===== config.mk =====
export PLATFORM = sky130hd
export DESIGN_NAME = bdi_cell
export DESIGN_NICKNAME = d
export VERILOG_FILES = /design/src/rtl/core/assert_macros.svh /design/src/rtl/core/bdi_pkg.sv /design/src/rtl/core/bdi_cell.sv
export SDC_FILE = /design/constraint.sdc
export NUM_CORES = 1
export LEC_CHECK = 0
export BUFFER_PORTS_ARGS = -buffer_cell sky130_fd_sc_hd__buf_2
export CORE_MARGIN = 10
export CORE_UTILIZATION = 35
export DETAILED_ROUTE_END_ITERATION = 7
export GPL_ROUTABILITY_DRIVEN = 0
export GPL_TIMING_DRIVEN = 0
export PLACE_DENSITY = 0.79
export SETUP_SLACK_MARGIN = 0.05
export SLEW_MARGIN = 20
export SYNTH_ARGS = -nofsm -noshare
export SYNTH_HDL_FRONTEND = slang
export SYNTH_SLANG_ARGS = --single-unit
export TNS_END_PERCENT = 100

===== constraint.sdc =====
create_clock -name clock -period 3.15 [get_ports clock]
set_input_delay 0.315 -clock clock [delete_from_list [all_inputs] [get_ports clock]]
set_output_delay 0.315 -clock clock [all_outputs]
set_load 0.005 [all_outputs]

===== src/rtl/core/assert_macros.svh =====
// Assertion macros shared by the RTL of the bounded deque.
// No dependencies; taken in by `include where checks are written.
`ifndef ASSERT_MACROS_SVH
`define ASSERT_MACROS_SVH

// Clocked check, switched off while reset is high.
`define BDI_ASSERT(lbl, clk, rst, prop) \
   lbl: assert property (@(posedge clk) disable iff (rst) prop) \
      else $error("bdi check failed");

// Same, with a caller-supplied message.
`define BDI_ASSERT_MSG(lbl, clk, rst, prop, msg) \
   lbl: assert property (@(posedge clk) disable iff (rst) prop) else $error(msg);

`endif


===== src/rtl/core/bdi_pkg.sv =====
// Package for the bounded deque: sizes, field widths, codes and the
// command struct that the control hands to the row of cells. No dependencies.
`default_nettype none

package bdi_pkg;

   localparam int DEPTH       = 256;
   localparam int ADDR_BITS   = $clog2(DEPTH);
   localparam int COUNT_BITS  = ADDR_BITS + 1;
   localparam int ELEM_WIDTH  = 32;

   localparam int MODE_WIDTH   = 3;
   localparam int WORD_WIDTH   = 32;
   localparam int INDEX_WIDTH  = 8;
   localparam int STATUS_WIDTH = 2;
   localparam int ECOUNT_WIDTH = 9;

   localparam int CSR_ADDR_WIDTH = 3;
   localparam int CSR_DATA_WIDTH = 32;
   localparam int CAP_WIDTH      = 9;
   localparam logic [CAP_WIDTH-1:0] CAP_RESET = CAP_WIDTH'(200);
   localparam logic [0:0] REG_CAPACITY_LIMIT = 1'b0;

   localparam logic [MODE_WIDTH-1:0] MODE_PUSH_HEAD = 3'd0;
   localparam logic [MODE_WIDTH-1:0] MODE_PUSH_TAIL = 3'd1;
   localparam logic [MODE_WIDTH-1:0] MODE_POP_HEAD  = 3'd2;
   localparam logic [MODE_WIDTH-1:0] MODE_POP_TAIL  = 3'd3;
   localparam logic [MODE_WIDTH-1:0] MODE_READ      = 3'd4;

   localparam logic [STATUS_WIDTH-1:0] STATUS_DONE  = 2'd0;
   localparam logic [STATUS_WIDTH-1:0] STATUS_FULL  = 2'd1;
   localparam logic [STATUS_WIDTH-1:0] STATUS_EMPTY = 2'd2;

   typedef enum logic [2:0] {
      CELL_HOLD,
      CELL_PUSH_HEAD,
      CELL_SHIFT_DOWN,
      CELL_WRITE_TAIL,
      CELL_LOAD_CARRY,
      CELL_SHIFT_CARRY
   } cell_op_type;

   typedef struct packed {
      cell_op_type                 op;
      logic [ELEM_WIDTH-1:0]       word;
      logic [ADDR_BITS-1:0]        tail_slot;
   } cell_cmd_type;

   typedef struct packed {
      logic                        busy;
      logic [COUNT_BITS-1:0]       count;
   } ctrl_status_type;

   typedef enum logic [0:0] {
      ST_IDLE,
      ST_SHIFT
   } ctrl_state_type;

endpackage

`default_nettype wire


===== src/rtl/core/bdi_cell.sv =====
// One slot of the deque row: an element register and a carry register that
// moves read data towards the head. Depends on bdi_pkg.
`default_nettype none

module bdi_cell (
   input  wire                            clock,
   input  bdi_pkg::cell_cmd_type          cmd,
   input  wire [bdi_pkg::ADDR_BITS-1:0]   cell_pos,
   input  wire [bdi_pkg::ELEM_WIDTH-1:0]  left_entry,
   input  wire [bdi_pkg::ELEM_WIDTH-1:0]  right_entry,
   input  wire [bdi_pkg::ELEM_WIDTH-1:0]  right_carry,
   output logic [bdi_pkg::ELEM_WIDTH-1:0] entry,
   output logic [bdi_pkg::ELEM_WIDTH-1:0] carry
);
   import bdi_pkg::*;

   logic [ELEM_WIDTH-1:0] entry_ff, entry_in;
   logic [ELEM_WIDTH-1:0] carry_ff, carry_in;

   always_comb begin
      entry_in = entry_ff;
      carry_in = carry_ff;
      case (cmd.op)
         CELL_PUSH_HEAD:   entry_in = left_entry;
         CELL_SHIFT_DOWN:  entry_in = right_entry;
         CELL_WRITE_TAIL: begin
            if (cmd.tail_slot == cell_pos) begin
               entry_in = cmd.word;
            end
         end
         CELL_LOAD_CARRY:  carry_in = entry_ff;
         CELL_SHIFT_CARRY: carry_in = right_carry;
         default: ;
      endcase
   end

   always_ff @(posedge clock) begin
      entry_ff <= entry_in;
      carry_ff <= carry_in;
   end

   assign entry = entry_ff;
   assign carry = carry_ff;

endmodule

`default_nettype wire


==> reports/results.ini <==
[setup_path]
crit_fanout=33
crit_buf_inv=2
worstPathArrival_ns=2.08
critical_path_class=in2reg
cp.required_ns=3.22
reg2reg_to=carry[22]
start_kind=input pin
r2r_cells=1
path_cells=buf_2, nor2b_4, nand2_2, buf_6, mux2_4
end_kind=flip-flop
r2r-start=entry[22]
ff2ff_setup_slack_ns=2.22
slowest_stage=nor2b_4
critical_path.max_stage_delay_ns=0.75
critical-path-top-delay-family=simple AND/OR/NAND/NOR gates

[drt]
drc=0
wl_per_cell_um=18.7
vias_per_cell=4.67
dr.pass1.iters=4
first_iter_violations=153
wl_mm=10.4
ant_nets=0
num_vias=2593

[clock_tree]
ctsResizeCount=0
cts.sinks=64
postCtsSetupRepairBufs=0
cts_made_buffers=9
clock_latency_ns=0.33
clockBufferDepth=2
tritoncts=built
root_buffer=clkbuf_8
ctsHoldBuffers=0
htree_levels=3
clkTransAtPathRegs_ns=0.08

[global_route]
use_met1_pct=14.2
grt_antenna_before_repair=0
gr-usage-met3_pct=4.91
met2_usage_pct=27.2
grt_pass1_wl_mm=14.9
grt_start_max_net_pins=34
grt_pass1_vias=2903
grt_remaining_overflow=0
globalRoute.busiestLayer=met2
grt_usage_pct=14.4

[finish]
multiInputGateArea_mm2=0.00121
utilization_pct=51.5
design_area_mm2=0.00456
drive_above_1_share_pct=60.4
syn2layout_area_growth_pct=41.5
n_fill_cell=805
seqCellArea_mm2=0.00192
n_antenna_cell=0
fin_nets=592

[synth]
synthCells=223
synthTopCellsByCount=64 x edfxtp_1, 32 x mux2i_1, 32 x nand2_1, 32 x o21ai_0, 30 x mux2_4
ys_warn_count=0
synthTopCellsByArea=edfxtp_1 60%, mux2_4 14%, mux2i_1 9.9%, o21ai_0 5.0%, nand2_1 3.7%
synth_top_area_share_pct=59.6
synth.distinct_cells=19
ys_seq_elements=64
synth_edf_count=64
yosys.area.top_type=edfxtp_1
synth.most_common_cell=edfxtp_1
synth-main-ff-cell=edfxtp_1
synth_nets=371
synth_area_mm2=0.00322
avgSynthCellArea_um2=14.5
ys_async_sr_fraction_pct=0
seq_area_frac_synth_pct=59.6

[placed_design]
hpwl_mm=8.54
placed_area_mm2=0.00441
dp_worst_setup_slack_ns=0.764
io_buffers=210

[floorplanning]
fp.dieW_um=116
die_h_um=116
die-area_mm2=0.0134
start_util_pct=36.4
io_pins=212
core_mm2=0.00885
num_rows=34

[timing]
finalCriticalPeriod_ns=2.00
worst_pin_slew_ns=0.967
finalHoldViolations=0
rsz0062_at_grt=no
period_share_pct=63.6
finalMaxSlewViolations=0
max_freq_ghz=0.499
slew_headroom_pct=35.4
setup_tns_ns=0
fin_worst_skew_ns=0.0109
fin_ws_ns=1.15
setup_viol=0

[hold_path]
min_path_type=in2reg
hold_start=left_entry[8]
hold_depth=3
hold_end=entry[8]

[power]
power_w=0.00199
internal-power_w=0.00150
pwr-share-seq_pct=52.8
switching_share_pct=24.4
powerDensity_mw_per_mm2=436
power_frac_clock_pct=28.7
max-vdd-ir-drop_uv=180
leakagePower_nw=2.23
p_comb_share_pct=18.5
p_sw_w=0.000486

[run_status]
outcome=complete, no violations

[flow_run]
maxCapViolCount=0

## layout by cell type, fill, tap and decap left out
cell | synthesis | routed
nor2b_4 | 1 | 1
nand2_1 | 32 | 32
clkbuf_8 | 0 | 9
nor4_1 | 1 | 1
xnor2_1 | 1 | 1
nand2b_1 | 1 | 1
clkinv_1 | 0 | 1
mux2i_1 | 32 | 32
nand2_2 | 1 | 1
clkbuf_1 | 2 | 2
buf_6 | 3 | 3
mux2_4 | 30 | 30
buf_4 | 3 | 3
clkinv_2 | 0 | 3
mux2_2 | 2 | 2
nor2_1 | 2 | 2
edfxtp_1 | 64 | 64
a41o_2 | 0 | 1
nor3_1 | 1 | 1
buf_2 | 6 | 216
xor2_1 | 8 | 8
clkinvlp_4 | 0 | 1
o21ai_0 | 32 | 32
## through the flow
step	hold slack, ns	instances
after floorplan	0.502	223
after global placement	0.556	541
after detailed placement	0.562	541
after CTS	0.246	555
after global routing	0.248	555
final	0.258	555
## tightest hold or removal path, stage by stage
cell	delay, ns
buf_2	0.08
nand2_1	0.03
o21ai_0	0.06
## cell type report
type | instances | area share (%)
flip-flops and latches | 64 | 42.1
well taps | 108 | 2.96
repair buffers | 210 | 23.0
plain buffers | 14 | 2.06
clock buffers | 9 | 2.72
multi-input cells | 145 | 26.5
clock inverters | 5 | 0.576
## registers in the layout, indices dropped and copies added, names as in the netlist
signal / count
entry: 32
carry: 32
## power by group through the flow
| stage | Clock (W) | Sequential (W) | Combinational (W) |
|---|---|---|---|
| floorplan | 0 | 0.00107 | 0.000170 |
| global placement | 0 | 0.00107 | 0.000365 |
| detailed placement | 0 | 0.00107 | 0.000376 |
| CTS | 0.000590 | 0.00105 | 0.000377 |
| global route | 0.000624 | 0.00106 | 0.000406 |
| finish | 0.000571 | 0.00105 | 0.000369 |
## how the worst max path moves through the flow
| stage | slack (ns) | startpoint | depth (start not counted) | end |
|---|---|---|---|---|
| floorplan | 1.19 | cell_pos[6] | 3 | entry[0] |
| global placement | 0.64 | cell_pos[6] | 4 | entry[27] |
| detailed placement | 0.76 | cmd[41] | 5 | carry[9] |
| CTS | 1.12 | cmd[41] | 5 | carry[19] |
| global route | 1.0 | cmd[41] | 5 | carry[19] |
| finish | 1.15 | cmd[41] | 5 | carry[3] |
## routing by layer
layer / vias to the layer above / routed length (um)
met3: 14 / 807
met4: 0 / 186
met2: 120 / 5670
li1: 1264 / -
met5: - / 0
met1: 1195 / 3720
## logic make-up after synthesis
group                  share of synthesized area [%]
multiplexers                                    24.6
AND/OR/NAND/NOR                                 5.12
buffers and inverters                           2.91
AO/OA/AOI/OAI                                   5.28
flip-flops                                      59.6
XOR/XNOR                                        2.45
Note: power is estimated with default switching activity, not from simulation.
