--- config.mk ---
export PLATFORM = sky130hd
export DESIGN_NAME = bdi_ctrl_flat
export DESIGN_NICKNAME = d
export VERILOG_FILES = /design/src/rtl/core/assert_macros.svh /design/src/rtl/core/bdi_pkg.sv /design/src/rtl/core/bdi_chan_if.sv /design/src/rtl/core/bdi_ctrl.sv /design/src/flat_wrapper.sv
export SDC_FILE = /design/constraint.sdc
export NUM_CORES = 1
export LEC_CHECK = 0
export BUFFER_PORTS_ARGS = -buffer_cell sky130_fd_sc_hd__buf_2
export CAP_MARGIN = 20
export CORE_MARGIN = 5
export CORE_UTILIZATION = 45
export CTS_BUF_LIST = sky130_fd_sc_hd__clkbuf_16
export CTS_CLUSTER_DIAMETER = 40
export DETAILED_ROUTE_END_ITERATION = 8
export MAX_ROUTING_LAYER = met4
export PLACE_DENSITY = 0.82
export RECOVER_POWER = 100
export SLEW_MARGIN = 0
export SYNTH_ARGS = -nofsm -noshare
export SYNTH_HDL_FRONTEND = slang
export SYNTH_SLANG_ARGS = --single-unit
--- constraint.sdc ---
create_clock -name clock -period 3.4 [get_ports clock]
set_input_delay 0.34 -clock clock [delete_from_list [all_inputs] [get_ports clock]]
set_output_delay 0.34 -clock clock [all_outputs]
set_load 0.005 [all_outputs]
--- src/rtl/core/assert_macros.svh ---
// Assertion macros shared by the RTL of the bounded deque.
// No dependencies; taken in by `include where checks are written.
`ifndef ASSERT_MACROS_SVH
`define ASSERT_MACROS_SVH

// Clocked check, switched off while reset is high.
`define BDI_ASSERT(lbl, clk, rst, prop) \
   lbl: assert property (@(posedge clk) disable iff (rst) prop) \
      else $error("bdi check failed");

// Same, with a caller-supplied message.
`define BDI_ASSERT_MSG(lbl, clk, rst, prop, msg) \
   lbl: assert property (@(posedge clk) disable iff (rst) prop) else $error(msg);

`endif

--- src/rtl/core/bdi_pkg.sv ---
// Package for the bounded deque: sizes, field widths, codes and the
// command struct that the control hands to the row of cells. No dependencies.
`default_nettype none

package bdi_pkg;

   localparam int DEPTH       = 256;
   localparam int ADDR_BITS   = $clog2(DEPTH);
   localparam int COUNT_BITS  = ADDR_BITS + 1;
   localparam int ELEM_WIDTH  = 32;

   localparam int MODE_WIDTH   = 3;
   localparam int WORD_WIDTH   = 32;
   localparam int INDEX_WIDTH  = 8;
   localparam int STATUS_WIDTH = 2;
   localparam int ECOUNT_WIDTH = 9;

   localparam int CSR_ADDR_WIDTH = 3;
   localparam int CSR_DATA_WIDTH = 32;
   localparam int CAP_WIDTH      = 9;
   localparam logic [CAP_WIDTH-1:0] CAP_RESET = CAP_WIDTH'(200);
   localparam logic [0:0] REG_CAPACITY_LIMIT = 1'b0;

   localparam logic [MODE_WIDTH-1:0] MODE_PUSH_HEAD = 3'd0;
   localparam logic [MODE_WIDTH-1:0] MODE_PUSH_TAIL = 3'd1;
   localparam logic [MODE_WIDTH-1:0] MODE_POP_HEAD  = 3'd2;
   localparam logic [MODE_WIDTH-1:0] MODE_POP_TAIL  = 3'd3;
   localparam logic [MODE_WIDTH-1:0] MODE_READ      = 3'd4;

   localparam logic [STATUS_WIDTH-1:0] STATUS_DONE  = 2'd0;
   localparam logic [STATUS_WIDTH-1:0] STATUS_FULL  = 2'd1;
   localparam logic [STATUS_WIDTH-1:0] STATUS_EMPTY = 2'd2;

   typedef enum logic [2:0] {
      CELL_HOLD,
      CELL_PUSH_HEAD,
      CELL_SHIFT_DOWN,
      CELL_WRITE_TAIL,
      CELL_LOAD_CARRY,
      CELL_SHIFT_CARRY
   } cell_op_type;

   typedef struct packed {
      cell_op_type                 op;
      logic [ELEM_WIDTH-1:0]       word;
      logic [ADDR_BITS-1:0]        tail_slot;
   } cell_cmd_type;

   typedef struct packed {
      logic                        busy;
      logic [COUNT_BITS-1:0]       count;
   } ctrl_status_type;

   typedef enum logic [0:0] {
      ST_IDLE,
      ST_SHIFT
   } ctrl_state_type;

endpackage

`default_nettype wire

--- src/rtl/core/bdi_chan_if.sv ---
// Valid/ready channel interfaces for the deque's request and response words.
// Depends on bdi_pkg for the field widths.
`default_nettype none

interface bdi_req_if;
   logic                                valid;
   logic                                ready;
   logic [bdi_pkg::MODE_WIDTH-1:0]      mode;
   logic [bdi_pkg::WORD_WIDTH-1:0]      element_word;
   logic [bdi_pkg::INDEX_WIDTH-1:0]     read_index;

   modport source (output valid, mode, element_word, read_index, input ready);
   modport sink   (input valid, mode, element_word, read_index, output ready);
endinterface

interface bdi_rsp_if;
   logic                                valid;
   logic                                ready;
   logic [bdi_pkg::WORD_WIDTH-1:0]      read_word;
   logic                                found;
   logic [bdi_pkg::STATUS_WIDTH-1:0]    status;
   logic [bdi_pkg::ECOUNT_WIDTH-1:0]    entry_count;

   modport source (output valid, read_word, found, status, entry_count, input ready);
   modport sink   (input valid, read_word, found, status, entry_count, output ready);
endinterface

`default_nettype wire

--- src/rtl/core/bdi_ctrl.sv ---
// Control of the deque: request decode, count, capacity register, read
// sequencing over the cell row and the response register. Depends on bdi_pkg
// and the channel interfaces.
`default_nettype none

module bdi_ctrl (
   input  wire                                 clock,
   input  wire                                 reset,
   bdi_req_if.sink                             req_ch,
   bdi_rsp_if.source                           rsp_ch,
   input  wire                                 csr_psel,
   input  wire                                 csr_penable,
   input  wire                                 csr_pwrite,
   input  wire [bdi_pkg::CSR_ADDR_WIDTH-1:0]   csr_paddr,
   input  wire [bdi_pkg::CSR_DATA_WIDTH-1:0]   csr_pwdata,
   output logic [bdi_pkg::CSR_DATA_WIDTH-1:0]  csr_prdata,
   output logic                                csr_pready,
   input  wire [bdi_pkg::ELEM_WIDTH-1:0]       head_carry,
   output bdi_pkg::cell_cmd_type               cell_cmd,
   output bdi_pkg::ctrl_status_type            ctrl_status
);
   import bdi_pkg::*;

   localparam logic [COUNT_BITS-1:0] DEPTH_COUNT = COUNT_BITS'(DEPTH);

   ctrl_state_type          state_ff, state_in;
   logic [INDEX_WIDTH-1:0]  steps_ff, steps_in;
   logic [COUNT_BITS-1:0]   count_ff, count_in;
   logic [CAP_WIDTH-1:0]    cap_ff, cap_in;

   logic                    rsp_valid_ff, rsp_valid_in;
   logic [WORD_WIDTH-1:0]   rsp_word_ff, rsp_word_in;
   logic                    rsp_found_ff, rsp_found_in;
   logic [STATUS_WIDTH-1:0] rsp_status_ff, rsp_status_in;

   logic                    accept;
   logic                    reg_hit;
   logic [COUNT_BITS-1:0]   limit;
   logic                    is_full;
   logic                    is_empty;

   assign reg_hit  = (csr_paddr[CSR_ADDR_WIDTH-1] == REG_CAPACITY_LIMIT);
   assign limit    = ({1'b0, cap_ff[CAP_WIDTH-2:0]} > DEPTH_COUNT || cap_ff[CAP_WIDTH-1])
                     ? DEPTH_COUNT : COUNT_BITS'(cap_ff);
   assign is_full  = (count_ff >= limit);
   assign is_empty = (count_ff == '0);

   // Take a new word only when idle and the response slot is free or leaving.
   assign req_ch.ready = (state_ff == ST_IDLE) && (!rsp_valid_ff || rsp_ch.ready);
   assign accept       = req_ch.valid && req_ch.ready;

   always_comb begin
      cap_in = cap_ff;
      if (csr_psel && csr_penable && csr_pwrite && reg_hit) begin
         cap_in = csr_pwdata[CAP_WIDTH-1:0];
      end
   end

   always_comb begin
      state_in      = state_ff;
      steps_in      = steps_ff;
      count_in      = count_ff;
      rsp_valid_in  = rsp_valid_ff && !rsp_ch.ready;
      rsp_word_in   = rsp_word_ff;
      rsp_found_in  = rsp_found_ff;
      rsp_status_in = rsp_status_ff;
      cell_cmd.op        = CELL_HOLD;
      cell_cmd.word      = req_ch.element_word[ELEM_WIDTH-1:0];
      cell_cmd.tail_slot = count_ff[ADDR_BITS-1:0];

      unique case (state_ff)
         ST_IDLE: begin
            if (accept) begin
               rsp_valid_in  = 1'b1;
               rsp_word_in   = '0;
               rsp_found_in  = 1'b0;
               rsp_status_in = STATUS_DONE;
               unique case (req_ch.mode) inside
                  MODE_PUSH_HEAD, MODE_PUSH_TAIL: begin
                     if (is_full) begin
                        rsp_status_in = STATUS_FULL;
                     end else begin
                        cell_cmd.op = (req_ch.mode == MODE_PUSH_HEAD)
                                      ? CELL_PUSH_HEAD : CELL_WRITE_TAIL;
                        count_in    = count_ff + 1'b1;
                     end
                  end
                  MODE_POP_HEAD, MODE_POP_TAIL: begin
                     if (is_empty) begin
                        rsp_status_in = STATUS_EMPTY;
                     end else begin
                        if (req_ch.mode == MODE_POP_HEAD) begin
                           cell_cmd.op = CELL_SHIFT_DOWN;
                        end
                        count_in = count_ff - 1'b1;
                     end
                  end
                  MODE_READ: begin
                     if (COUNT_BITS'(req_ch.read_index) < count_ff) begin
                        // Snapshot the row into the carries, then walk it down.
                        cell_cmd.op  = CELL_LOAD_CARRY;
                        steps_in     = req_ch.read_index;
                        state_in     = ST_SHIFT;
                        rsp_valid_in = 1'b0;
                     end
                  end
                  default: ;
               endcase
            end
         end
         ST_SHIFT: begin
            if (steps_ff == '0) begin
               rsp_valid_in  = 1'b1;
               rsp_word_in   = WORD_WIDTH'(head_carry);
               rsp_found_in  = 1'b1;
               rsp_status_in = STATUS_DONE;
               state_in      = ST_IDLE;
            end else begin
               cell_cmd.op = CELL_SHIFT_CARRY;
               steps_in    = steps_ff - 1'b1;
            end
         end
         default: state_in = ST_IDLE;
      endcase
   end

   always_ff @(posedge clock) begin
      if (reset) begin
         state_ff     <= ST_IDLE;
         steps_ff     <= '0;
         count_ff     <= '0;
         cap_ff       <= CAP_RESET;
         rsp_valid_ff <= 1'b0;
      end else begin
         state_ff     <= state_in;
         steps_ff     <= steps_in;
         count_ff     <= count_in;
         cap_ff       <= cap_in;
         rsp_valid_ff <= rsp_valid_in;
      end
      rsp_word_ff   <= rsp_word_in;
      rsp_found_ff  <= rsp_found_in;
      rsp_status_ff <= rsp_status_in;
   end

   // The response count is taken from the next count value, so it shows the count after the item.
   logic [COUNT_BITS-1:0] rsp_count_ff;
   always_ff @(posedge clock) begin
      if (rsp_valid_in && !(rsp_valid_ff && !rsp_ch.ready)) begin
         rsp_count_ff <= count_in;
      end
   end

   assign rsp_ch.valid       = rsp_valid_ff;
   assign rsp_ch.read_word   = rsp_word_ff;
   assign rsp_ch.found       = rsp_found_ff;
   assign rsp_ch.status      = rsp_status_ff;
   assign rsp_ch.entry_count = ECOUNT_WIDTH'(rsp_count_ff);

   assign csr_prdata = reg_hit ? CSR_DATA_WIDTH'(cap_ff) : '0;
   assign csr_pready = 1'b1;

   assign ctrl_status.busy  = (state_ff == ST_SHIFT);
   assign ctrl_status.count = count_ff;

endmodule

`default_nettype wire

--- src/flat_wrapper.sv ---
// flat-port wrapper written by rule: the top's interface ports become plain ports
module bdi_ctrl_flat import bdi_pkg::*;
  (clock, reset, csr_psel, csr_penable, csr_pwrite, csr_paddr, csr_pwdata, csr_prdata, csr_pready, head_carry, cell_cmd, ctrl_status, req_ch_valid, req_ch_mode, req_ch_element_word, req_ch_read_index, req_ch_ready, rsp_ch_valid, rsp_ch_read_word, rsp_ch_found, rsp_ch_status, rsp_ch_entry_count, rsp_ch_ready);
  bdi_req_if req_ch_i ();
  bdi_rsp_if rsp_ch_i ();
  input  wire clock;
  input  wire reset;
  input  wire csr_psel;
  input  wire csr_penable;
  input  wire csr_pwrite;
  input  wire [bdi_pkg::CSR_ADDR_WIDTH-1:0] csr_paddr;
  input  wire [bdi_pkg::CSR_DATA_WIDTH-1:0] csr_pwdata;
  output logic [bdi_pkg::CSR_DATA_WIDTH-1:0] csr_prdata;
  output logic csr_pready;
  input  wire [bdi_pkg::ELEM_WIDTH-1:0] head_carry;
  output bdi_pkg::cell_cmd_type cell_cmd;
  output bdi_pkg::ctrl_status_type ctrl_status;
  input wire logic [$bits(req_ch_i.valid)-1:0] req_ch_valid;
  input wire logic [$bits(req_ch_i.mode)-1:0] req_ch_mode;
  input wire logic [$bits(req_ch_i.element_word)-1:0] req_ch_element_word;
  input wire logic [$bits(req_ch_i.read_index)-1:0] req_ch_read_index;
  output wire logic [$bits(req_ch_i.ready)-1:0] req_ch_ready;
  output wire logic [$bits(rsp_ch_i.valid)-1:0] rsp_ch_valid;
  output wire logic [$bits(rsp_ch_i.read_word)-1:0] rsp_ch_read_word;
  output wire logic [$bits(rsp_ch_i.found)-1:0] rsp_ch_found;
  output wire logic [$bits(rsp_ch_i.status)-1:0] rsp_ch_status;
  output wire logic [$bits(rsp_ch_i.entry_count)-1:0] rsp_ch_entry_count;
  input wire logic [$bits(rsp_ch_i.ready)-1:0] rsp_ch_ready;
  assign req_ch_i.valid = req_ch_valid;
  assign req_ch_i.mode = req_ch_mode;
  assign req_ch_i.element_word = req_ch_element_word;
  assign req_ch_i.read_index = req_ch_read_index;
  assign req_ch_ready = req_ch_i.ready;
  assign rsp_ch_valid = rsp_ch_i.valid;
  assign rsp_ch_read_word = rsp_ch_i.read_word;
  assign rsp_ch_found = rsp_ch_i.found;
  assign rsp_ch_status = rsp_ch_i.status;
  assign rsp_ch_entry_count = rsp_ch_i.entry_count;
  assign rsp_ch_i.ready = rsp_ch_ready;
  bdi_ctrl u_core (.clock(clock), .reset(reset), .req_ch(req_ch_i), .rsp_ch(rsp_ch_i), .csr_psel(csr_psel), .csr_penable(csr_penable), .csr_pwrite(csr_pwrite), .csr_paddr(csr_paddr), .csr_pwdata(csr_pwdata), .csr_prdata(csr_prdata), .csr_pready(csr_pready), .head_carry(head_carry), .cell_cmd(cell_cmd), .ctrl_status(ctrl_status));
endmodule
==> out/metrics.yaml <==
outcome:
  outcome: "complete, no violations"
global_routing:
  gr-total-overflow: 0
  first_global_vias: 3405
  track_usage_pct: 19.6
  grt_max_degree: 44
  antenna_found_initial: 0
  grt_first_pass_wirelength_mm: 17.1
layout:
  diodes: 0
  nets: 678
  syn_to_final_growth_pct: 14.9
  drive_gt1_share_pct: 20.5
  post-route-util_pct: 53.2
  instances_no_fill: 675
clocking:
  clk_pin_slew_worst_paths_ns: 0.05
  cts.path.max_buffers: 2
  cts_buffers: 9
  clk_latency_ns: 0.33
  h-tree-depth: 3
  clock_sinks: 72
  cts_resized: 0
  cts_tree: "built"
  cts_setup_buffers: 0
  cts-root-buf: "clkbuf_16"
  cts_hold_buffers: 0
synthesis:
  synth_warnings: 0
  yosys.area.top_type: "edfxtp_1"
  syn_avg_cell_area_um2: 9.47
  synth_ff_type: "edfxtp_1"
  synth-async-reset-ratio_pct: 0
  synth.top_cell.area_share_pct: 30.9
  synthTopCellsByArea: "edfxtp_1 31%, dfxtp_1 13%, buf_4 11%"
  synth_cells: 452
  synth_seq_area_share_pct: 44.0
  synth_edf_count: 44
  syn_area_mm2: 0.00428
  ys_types: 61
  synth-seq-cells: 72
route:
  drt_wl_total_mm: 11.3
  postRouteAntennaNets: 0
  initialDrtViolationCount: 363
  drc_errors: 0
  first_pass_iters: 7
  vias: 3552
  post_drt_wl_per_cell_um: 16.7
  vias_per_cell: 5.26
power:
  p_switching_mw: 0.534
  p_int_mw: 1.80
  clockPowerShare_pct: 45.4
  peakVddDrop_uv: 258
  switching_share_pct: 22.9
  power_frac_seq_pct: 43.0
  p_leak_nw: 2.09
  power_frac_comb_pct: 11.6
  power_density_mw_per_mm2: 474
setup_path:
  end_kind: "register"
  start_kind: "register"
  worstSetupPathType: "register to register"
  crit_path_max_incr_delay_ns: 0.53
  r2r_setup_slack_ns: 0.30
  worst_ep_arrival_time_ns: 3.36
  path_cells: "clkinv_1 -> nand2_1 -> ha_1 -> a211oi_2 -> o221ai_1 -> a211o_1 -> or3_2 -> or4_1 -> a31oi_2"
  required_ns: 3.66
  slowest_stage: "or3_2"
  crit_fanout: 10
floorplanning:
  die_w_um: 108
  io_pins: 249
  fp-row-count: 35
  start_util_pct: 46.3
  dieArea_mm2: 0.0116
  core_mm2: 0.00924
  dieHeight_um: 108
place:
  hpwlAfterDp_mm: 8.88
  dpl_worst_slack_ns: 0.499
  io_buffers: 135
  dpl.cell_count: 659
  gp_congestion: 0.958
hold_path:
  holdCritPathClass: "input pin to register"
timing:
  rsz0062_at_grt: "no"
  setup_viol: 0
  period_share_pct: 91.2
  slew_headroom_pct: 5.76
  slew_viol_final: 0
  period_minus_slack_ns: 3.10
  fmax_ghz: 0.322
  hold_violations: 0
  setup_slack_ns: 0.299
  tightest_slew_ns: 1.41
  fin_tns_setup_ns: 0
  whs_ns: 0.221
  clock_skew_ns: 0.00660
job:
  maxCapViolations: 0
## kinds of logic after synthesis
kind of cell             count (synthesis)  share of synthesized area (%)
AO/OA/AOI/OAI                           78                           12.5
XOR/XNOR                                 2                          0.409
adder cells (fa/ha/maj)                 20                           5.84
buffers and inverters                  100                           14.6
flip-flops                              72                           44.0
multiplexers                             2                          0.497
other                                    2                          0.175
AND/OR/NAND/NOR                        176                           22.0
## power by group through the flow
stage          logic [mW]  clock network [mW]  registers [mW]
2_1_floorplan       0.202                   0            1.02
3_3_place_gp        0.272                   0            1.02
3_5_place_dp        0.281                   0            1.02
4_1_cts             0.283                1.07            1.00
5_1_grt             0.305                1.12            1.01
6_report            0.270                1.06            1.00
## routing by layer
metal / vias up / global-route usage [%] / share of wire (%)
li1: 1683 / - / -
met1: 1624 / 20.4 / 37
met2: 222 / 34.7 / 50
met3: 23 / 6.48 / 10
met4: 0 / 6.94 / 1.9
met5: - / - / 0
## worst max-delay path, delay by kind of cell (launching register included)
family,cells,cell delay (ns)
AOI/OAI and AO/OA,4,1.12
and+or+nand+nor,3,1.10
DFF,1,0.34
adders and majority gates,1,0.25
buffers and inverters,1,0.21
## synth_stat cells (2+ instances only)
cell type and n:
buf_4 65, nand2_1 46, edfxtp_1 44, and2_1 40, dfxtp_1 28, a21oi_1 25
ha_1 20, nor2_1 20, clkbuf_1 16, inv_1 16, o21ai_0 14, nand3_1 13
nor2b_1 13, nor3_1 8, nand2b_1 6, nand4_1 6, a211o_1 5, nor4_1 5
o211ai_1 4, or2_2 4, o32ai_1 3, a211oi_1 2, a32oi_1 2, and3_1 2
conb_1 2, nand4b_1 2, o211a_1 2, o21a_1 2, o21ai_1 2, o41ai_1 2
or3_1 2, xnor2_1 2
## cell type report
cell class / count / area, um^2
Clock buffer: 9 / 225
Clock inverter: 7 / 113
Fill cell: 850 / 4320
Inverter: 17 / 63.8
Multi-Input combinational cell: 302 / 1840
Sequential cell: 72 / 1880
Tap cell: 129 / 161
Timing Repair Buffer: 139 / 633
## flip-flops by register name (all words and copies together) (netlist names)
signal and cells:
u_core.cap_ff 9, u_core.count_ff 9, u_core.rsp_ch.entry_count 9, u_core.rsp_ch.found 1, u_core.rsp_ch.read_word 32, u_core.rsp_ch.status 2
u_core.rsp_ch.valid 1, u_core.state_ff 1, u_core.steps_ff 8
## layout by cell type (no fill, tap or decap), types with 3 or more instances in the layout
master,netlist,layout
buf_2,0,82
clkbuf_1,16,51
nand2_1,46,46
edfxtp_1,44,44
and2_0,0,30
dfxtp_1,28,28
a21oi_1,25,25
conb_1,2,24
nor2_1,20,20
ha_1,20,20
inv_1,16,17
o21ai_0,14,15
nor2b_1,13,13
nand3_1,13,13
and2_1,40,10
clkbuf_16,0,9
nor3_1,8,8
nand4_1,6,6
nand2b_1,6,6
a211o_1,5,5
nor4_1,5,5
or2_2,4,4
o211ai_1,4,4
clkbuf_2,0,4
o32ai_1,3,3
bufinv_16,0,3
## final timing paths
kind / from / cells past startpoint / to
setup reg to reg: u_core.cap_ff[8] / 9 / u_core.count_ff[7]
setup / recovery: u_core.cap_ff[8] / 9 / u_core.count_ff[7]
hold reg to reg: u_core.cap_ff[3] / 2 / u_core.cap_ff[3]
hold / removal: csr_pwdata[7] / 3 / u_core.cap_ff[7]
## per-stage QoR
stage	instance area (um^2)	total power, mW
floorplan	4360	1.22
global placement	4670	1.29
detailed placement	4670	1.30
CTS	5010	2.36
global route	4920	2.43
finish	4920	2.33
No activity file was read; power rests on OpenSTA's default activity.
